## src/hdl/bblc_pkg.sv

```systemverilog
`timescale 1ns / 1ps
`default_nettype none
package bblc_pkg;
    localparam int Entries = 32;
    localparam int IdW = $clog2(Entries);
    localparam int CntW = $clog2(Entries + 1);
    localparam logic [31:0] CapReset = 32'd4194304;
    localparam logic [32:0] UsedMax = {33{1'b1}};

    typedef enum logic [1:0] {
        FN_USE    = 2'd0,
        FN_LOCK   = 2'd1,
        FN_UNLOCK = 2'd2,
        FN_UNLOAD = 2'd3
    } t_func;

    typedef enum logic [1:0] {
        ST_NOP    = 2'd0,
        ST_LOAD   = 2'd1,
        ST_OVER   = 2'd2,
        ST_UNLOAD = 2'd3
    } t_status;

    typedef enum logic [3:0] {
        S_IDLE,
        S_FIND_RD,
        S_FIND_CMP,
        S_SH_RD,
        S_SH_WR,
        S_TAIL,
        S_EV_RD,
        S_EV_CHK,
        S_DROP,
        S_EV_OUT,
        S_LOAD,
        S_OUT
    } t_state;
endpackage
`default_nettype wire

```

## src/hdl/byte_budget_lru_cache_with_pins.sv

```systemverilog
// Channel  | Direction | Handshake             | Payload
// request  | in        | i_valid / o_ready     | i_func, i_entry_id, i_entry_bytes
// result   | out       | o_valid / i_ready     | o_result_kind .. o_last
// config   | in        | i_cfg_we              | i_cfg_data (cache capacity)
//
// One request at a time; the recency list lives in a RAM with registered reads.
// Requests that leave the list alone go straight to the result; a load without
// eviction checks the budget, then writes the entry. A use hit or an unload scans
// and shifts the list. The eviction walk skips pinned entries, and each eviction
// shifts the list down behind the victim and reports it before the walk resumes.
// Reset is synchronous and clears flags, count and total; no clearing pass.
// Results wait in one output register; the sequencer stalls while it is full.
`timescale 1ns / 1ps
`default_nettype none
module byte_budget_lru_cache_with_pins
    import bblc_pkg::*;
(
    input  wire logic        i_clk,
    input  wire logic        i_rst_n,
    input  wire logic        i_cfg_we,
    input  wire logic [31:0] i_cfg_data,
    input  wire logic        i_valid,
    output logic             o_ready,
    input  wire logic [1:0]  i_func,
    input  wire logic [4:0]  i_entry_id,
    input  wire logic [31:0] i_entry_bytes,
    output logic             o_valid,
    input  wire logic        i_ready,
    output logic             o_result_kind,
    output logic [4:0]       o_evicted_id,
    output logic [1:0]       o_status,
    output logic [32:0]      o_used_bytes,
    output logic             o_last
);
    logic [IdW-1:0]     r_ord [Entries];
    logic [31:0]        r_size [Entries];
    logic [IdW-1:0]     r_ord_q;     // registered RAM reads
    logic [31:0]        r_size_q;
    logic [Entries-1:0] r_res, r_pin;
    logic [CntW-1:0]    r_cnt;
    logic [32:0]        r_used;
    logic [31:0]        r_cap;
    t_state             r_st, n_st;

    t_func           r_func;
    logic [IdW-1:0]  r_id;
    logic [31:0]     r_bytes;
    logic [CntW-1:0] r_pos;      // search / shift pointer
    logic [CntW-1:0] r_ev;       // eviction walk pointer
    logic [IdW-1:0]  r_victim;   // entry moved or dropped; size read address
    logic            r_evict;    // removal belongs to an eviction
    t_status         r_status;

    // RAM ports
    logic           ord_we;
    logic [IdW-1:0] ord_wa, ord_wd, ord_ra;
    logic           size_we;

    always_ff @(posedge i_clk) begin
        if (ord_we) r_ord[ord_wa] <= ord_wd;
        r_ord_q <= r_ord[ord_ra];
    end

    always_ff @(posedge i_clk) begin
        if (size_we) r_size[r_id] <= r_bytes;
        r_size_q <= r_size[r_victim];
    end

    logic [32:0] free_sp, sum_sz, sub_sz;
    logic        fits;
    assign free_sp = ({1'b0, r_cap} > r_used) ? {1'b0, r_cap} - r_used : 33'd0;
    assign sum_sz  = (r_used > UsedMax - {1'b0, r_bytes}) ? UsedMax
                   : r_used + {1'b0, r_bytes};
    assign sub_sz  = (r_used >= {1'b0, r_size_q}) ? r_used - {1'b0, r_size_q} : 33'd0;
    assign fits    = ({1'b0, r_bytes} <= free_sp);

    logic           in_acc, id_bad, in_res;
    logic [IdW-1:0] in_id;
    assign o_ready = (r_st == S_IDLE);
    assign in_acc  = i_valid && o_ready;
    assign in_id   = i_entry_id[IdW-1:0];
    assign id_bad  = (in_id == '0);
    assign in_res  = r_res[in_id];

    logic            out_free, emit, shift_end, find_hit;
    logic [CntW-1:0] pos_inc;
    assign out_free  = !o_valid || i_ready;
    assign emit      = out_free && (r_st == S_EV_OUT || r_st == S_OUT);
    assign pos_inc   = r_pos + 1'b1;
    assign shift_end = (pos_inc >= r_cnt);
    assign find_hit  = (r_ord_q == r_victim) || shift_end;

    always_comb begin
        n_st    = r_st;
        ord_we  = 1'b0;
        ord_wa  = r_pos[IdW-1:0];
        ord_wd  = r_ord_q;
        ord_ra  = r_pos[IdW-1:0];
        size_we = 1'b0;
        unique case (r_st)
            S_IDLE: begin
                if (in_acc) begin
                    if (id_bad) begin
                        n_st = S_OUT;
                    end else begin
                        unique case (t_func'(i_func))
                            FN_USE:    n_st = in_res ? S_FIND_RD : S_EV_RD;
                            FN_LOCK:   n_st = in_res ? S_OUT : S_EV_RD;
                            FN_UNLOCK: n_st = S_OUT;
                            FN_UNLOAD: n_st = in_res ? S_FIND_RD : S_OUT;
                            default:   n_st = S_OUT;
                        endcase
                    end
                end
            end
            S_FIND_RD: n_st = S_FIND_CMP;
            S_FIND_CMP: n_st = find_hit ? S_SH_RD : S_FIND_RD;
            S_SH_RD: begin
                // successor read at pos+1, written back at pos next cycle
                ord_ra = pos_inc[IdW-1:0];
                if (shift_end) begin
                    n_st = (r_evict || r_func == FN_UNLOAD) ? S_DROP : S_TAIL;
                end else begin
                    n_st = S_SH_WR;
                end
            end
            S_SH_WR: begin
                ord_we = 1'b1;
                n_st = S_SH_RD;
            end
            S_TAIL: begin
                ord_we = 1'b1;
                ord_wa = r_cnt[IdW-1:0];
                ord_wd = r_id;
                n_st = S_OUT;
            end
            S_EV_RD: begin
                ord_ra = r_ev[IdW-1:0];
                n_st = (fits || r_ev >= r_cnt) ? S_LOAD : S_EV_CHK;
            end
            S_EV_CHK: n_st = r_pin[r_ord_q] ? S_EV_RD : S_SH_RD;
            S_DROP: n_st = r_evict ? S_EV_OUT : S_OUT;
            S_EV_OUT: begin
                if (out_free) n_st = S_EV_RD;
            end
            S_LOAD: begin
                size_we = 1'b1;
                ord_we = (r_cnt < CntW'(Entries));
                ord_wa = r_cnt[IdW-1:0];
                ord_wd = r_id;
                n_st = S_OUT;
            end
            S_OUT: begin
                if (out_free) n_st = S_IDLE;
            end
            default: n_st = S_IDLE;
        endcase
    end

    always_ff @(posedge i_clk) begin
        if (!i_rst_n) begin
            r_st <= S_IDLE;
        end else begin
            r_st <= n_st;
        end
    end

    always_ff @(posedge i_clk) begin
        if (!i_rst_n) begin
            r_res   <= '0;
            r_pin   <= '0;
            r_cnt   <= '0;
            r_used  <= '0;
            r_cap   <= CapReset;
            o_valid <= 1'b0;
        end else begin
            if (i_cfg_we) r_cap <= i_cfg_data;
            if (emit) o_valid <= 1'b1;
            else if (i_ready) o_valid <= 1'b0;
            unique case (r_st)
                S_IDLE: begin
                    if (in_acc) begin
                        r_func   <= t_func'(i_func);
                        r_id     <= in_id;
                        r_bytes  <= i_entry_bytes;
                        r_victim <= in_id;
                        r_pos    <= '0;
                        r_ev     <= '0;
                        r_evict  <= 1'b0;
                        r_status <= ST_NOP;
                        if (!id_bad) begin
                            if (t_func'(i_func) == FN_LOCK) r_pin[in_id] <= 1'b1;
                            else if (t_func'(i_func) != FN_USE) r_pin[in_id] <= 1'b0;
                        end
                    end
                end
                S_FIND_CMP: begin
                    if (!find_hit) r_pos <= pos_inc;
                end
                S_SH_RD: begin
                    if (shift_end) r_cnt <= r_cnt - 1'b1;
                end
                S_SH_WR: r_pos <= pos_inc;
                S_TAIL: r_cnt <= r_cnt + 1'b1;
                S_EV_CHK: begin
                    if (r_pin[r_ord_q]) begin
                        r_ev <= r_ev + 1'b1;
                    end else begin
                        r_victim <= r_ord_q;
                        r_pos    <= r_ev;
                        r_evict  <= 1'b1;
                    end
                end
                S_DROP: begin
                    r_used <= sub_sz;
                    r_res[r_victim] <= 1'b0;
                    r_pin[r_victim] <= 1'b0;
                    if (!r_evict) r_status <= ST_UNLOAD;
                end
                S_LOAD: begin
                    r_status <= fits ? ST_LOAD : ST_OVER;
                    r_used <= sum_sz;
                    r_res[r_id] <= 1'b1;
                    if (r_cnt < CntW'(Entries)) r_cnt <= r_cnt + 1'b1;
                end
                default: ;
            endcase
        end
    end

    always_ff @(posedge i_clk) begin
        if (emit) begin
            o_result_kind <= (r_st == S_OUT);
            o_evicted_id  <= (r_st == S_OUT) ? 5'd0 : 5'(r_victim);
            o_status      <= (r_st == S_OUT) ? r_status : ST_UNLOAD;
            o_used_bytes  <= r_used;
            o_last        <= (r_st == S_OUT);
        end
    end

    assert property (@(posedge i_clk) disable iff (!i_rst_n) r_cnt <= CntW'(Entries))
        else $error("count overflow");
    assert property (@(posedge i_clk) disable iff (!i_rst_n)
        o_valid && !i_ready |=> o_valid && $stable(o_used_bytes))
        else $error("result dropped");
    assert property (@(posedge i_clk) disable iff (!i_rst_n)
        o_valid && o_last |-> o_evicted_id == 5'd0)
        else $error("completion carries id");
    assert property (@(posedge i_clk) disable iff (!i_rst_n)
        o_valid && !o_last |-> o_status == ST_UNLOAD)
        else $error("notice status");
endmodule
`default_nettype wire

```

## config.mk

```make
export PLATFORM = sky130hd
export DESIGN_NAME = byte_budget_lru_cache_with_pins
export DESIGN_NICKNAME = d
export VERILOG_FILES = /design/src/hdl/bblc_pkg.sv /design/src/hdl/byte_budget_lru_cache_with_pins.sv
export SDC_FILE = /design/constraint.sdc
export NUM_CORES = 2
export LEC_CHECK = 0
export ABC_AREA = 0
export BUFFER_PORTS_ARGS = -buffer_cell sky130_fd_sc_hd__buf_2
export CORE_UTILIZATION = 45
export DETAILED_ROUTE_END_ITERATION = 10
export PLACE_DENSITY = 0.64
export SYNTH_ARGS = -nofsm -noshare
export SYNTH_HDL_FRONTEND = slang
export SYNTH_SLANG_ARGS = --single-unit
export TNS_END_PERCENT = 1
```

## constraint.sdc

```tcl
create_clock -name i_clk -period 6.2 [get_ports i_clk]
set_input_delay 0.93 -clock i_clk [delete_from_list [all_inputs] [get_ports i_clk]]
set_output_delay 0.93 -clock i_clk [all_outputs]
set_load 0.005 [all_outputs]
```

==> results.yml <==
cts:
  clock-sinks: 1461
  cts_inserted_buffers: 153
  htreeDepth: 4
  post_cts_buffers: 0
  cts.path.max_buffers: 3
  clkTransAtPathRegs_ns: 0.06
  cts_tree: "built"
  cts_hold_buf: 0
  insertion_delay_ns: 0.81
  root_buffer: "clkbuf_16"
  cts_resized: 0
global_routing:
  antenna_found_initial: 17
  grt_pass1_wl_mm: 251
  grt_max_degree: 88
  grt-ovfl-total: 0
  grt_pass1_vias: 36667
  grt_usage_pct: 24.6
final_layout:
  area_growth_pct: 13.6
  most-common-layout-cells: "edfxtp_1, mux4_2, nand2_1"
  nets: 4410
  layout_commonest_cell: "edfxtp_1"
  fin_util_pct: 51.6
  drive_above_1_share_pct: 19.8
  instances_no_fill: 6104
logic_synthesis:
  async_flop_share_pct: 0
  synth_nets: 4226
  ys_seq_elements: 1461
  synth-edff-count: 1284
  synthTopCellsByArea: "edfxtp_1, mux4_2, dfxtp_1"
  synthFlopType: "edfxtp_1"
  syn_area_mm2: 0.0625
  yosysWarnings: 0
  yosysSeqAreaShare_pct: 67.3
  syn_avg_cell_area_um2: 15.6
  synth_top_area_share_pct: 61.7
  synth_cell_types: 82
  syn_inst: 3999
  yosysTopAreaCell: "edfxtp_1"
detailed_routing:
  final_antenna_net_count: 0
  vias: 37508
  post-route-drc-count: 0
  first_pass_iters: 6
  wl_per_cell_um: 28.5
  via_per_inst: 6.14
  drt_iter0_drc: 4772
  wl_mm: 174
power:
  peakVddDrop_mv: 0.283
  power_mw: 31.1
  cellPowerDensity_mw_per_mm2: 437
  p_leak_nw: 23.7
setup_path:
  crit_arrival_ns: 6.23
  endpoint_kind: "flip-flop"
  critPathMaxFanout: 22
  worstReg2RegStart: "r_used[18]"
  critical_path_class: "flip-flop to flip-flop"
  critPathLaunchType: "flip-flop"
  startpoint: "r_used[18]"
  required_ns: 6.72
sta:
  period_needed_ns: 5.71
  slew_headroom_pct: 18.7
  timing.final.max_slew_violations: 0
  skew_ns: 0.0614
  setup-violations-final: 0
  grt_setup_unrepaired: "false"
  worstMarginPinSlew_ns: 1.21
  post-route-period-util_pct: 92.1
  fmax_ghz: 0.175
  hold_viol_final: 0
  tns_ns: 0
  setup_ws_ns: 0.492
hold_path:
  min-delay-start: "i_entry_bytes[7]"
  holdCritPathClass: "primary input to flip-flop"
flow_run:
  drv_cap: 0
floorplanning:
  design.core.area_mm2: 0.138
  die_y_um: 375
  rows: 136
  initial_core_util_pct: 45.4
  pin_count: 120
  dieArea_mm2: 0.140
  die_x_um: 375
placed_design:
  placed_cells: 5822
  portBuffers: 119
  dpl_worst_slack_ns: 0.627
  dp_hpwl_mm: 109
  globalplace.congestion: 0.929
outcome:
  outcome: "completed"
-- stage by stage --
stage	hold slack (ns)	area (um2)
floorplan	0.406	62500
global placement	0.454	65800
detailed placement	0.462	65800
CTS	0.235	71000
global route	0.248	71000
finish	0.292	71000
-- final timing paths --
check / slack, ns / end / cells after the start
max: 0.49 / r_status[0] / 20
min reg2reg: 0.47 / flip-flop / 1
max reg2reg: 0.49 / r_status[0] / 20
min: 0.29 / r_bytes[7] / 1
-- final cells by class --
| class | count | area, um2 |
|---|---|---|
| clock buffer | 199 | 4150 |
| inverter | 119 | 448 |
| tap | 1794 | 2240 |
| antenna | 2 | 5.00 |
| multi-input combinational | 2216 | 19500 |
| sequential | 1461 | 42100 |
| fill | 11183 | 66700 |
| clock inverter | 81 | 1050 |
| timing repair buffer | 232 | 1540 |
-- state kept, by name, indices dropped and copies added, names as in the netlist, named ones only --
| signal | flops |
|---|---|
| o_evicted_id | 5 |
| r_size_q | 32 |
| r_ord | 160 |
| r_cap | 32 |
| r_used | 33 |
| o_status | 2 |
| r_pos | 6 |
| r_res | 32 |
| r_func | 2 |
| r_status | 2 |
| r_st | 4 |
| o_valid | 1 |
| r_ev | 6 |
| r_id | 5 |
| o_used_bytes | 33 |
| r_cnt | 6 |
| r_bytes | 32 |
| r_evict | 1 |
| r_size | 1024 |
| r_victim | 5 |
| o_last | 1 |
| r_ord_q | 5 |
-- per-layer routing --
metal | vias to the layer above | global-route usage, % | part of all wire [%]
met2 | 1750 | 38.2 | 46
met4 | 2 | 5.97 | 2.0
met3 | 250 | 4.35 | 9.0
li1 | 16272 | - | -
met1 | 19234 | 36.0 | 43
met5 | - | 0 | 0.0046
-- where the power goes --
part / internal, mW / switching [mW] / total [mW]
clock: 5.42 / 3.98 / 9.39
combinational: 3.58 / 6.03 / 9.61
sequential: 11.6 / 0.501 / 12.1
-- synth_stat cells (55+ instances only) --
cell / n
a22oi_1: 161
a21oi_1: 135
mux4_2: 274
nor2_1: 254
clkbuf_1: 134
xnor2_1: 65
nand4_1: 55
inv_1: 117
edfxtp_1: 1284
dfxtp_1: 177
nand2_1: 264
o21ai_0: 113
mux2i_1: 74
ha_1: 147
-- worst max-delay path, cell delays in order, from the launching register on --
cell and delay (ns):
dfxtp_1 0.39, inv_1 0.09, ha_1 0.41, and3_1 0.25, nand4_1 0.23, nor4_1 0.32
o21ai_0 0.17, nand3b_1 0.22, nor2_1 0.13, o21ai_2 0.31, buf_4 0.33, nand2_1 0.10
ha_1 0.30, nand4_1 0.13, nor3_1 0.48, o21ai_0 0.19, o211ai_1 0.22, a221oi_1 0.15
a211oi_1 0.50, o21ai_0 0.26, o21a_1 0.22
-- logic make-up after synthesis --
group / after synthesis / share of synthesized area (%)
flip-flops: 1461 / 67.3
AND/OR/NAND/NOR: 835 / 6.26
AO/OA/AOI/OAI: 765 / 8.53
multiplexers: 369 / 11.4
buffers and inverters: 322 / 2.03
adder cells (fa/ha/maj): 151 / 3.07
XOR/XNOR: 96 / 1.34
(Power assumes the default switching activity.)
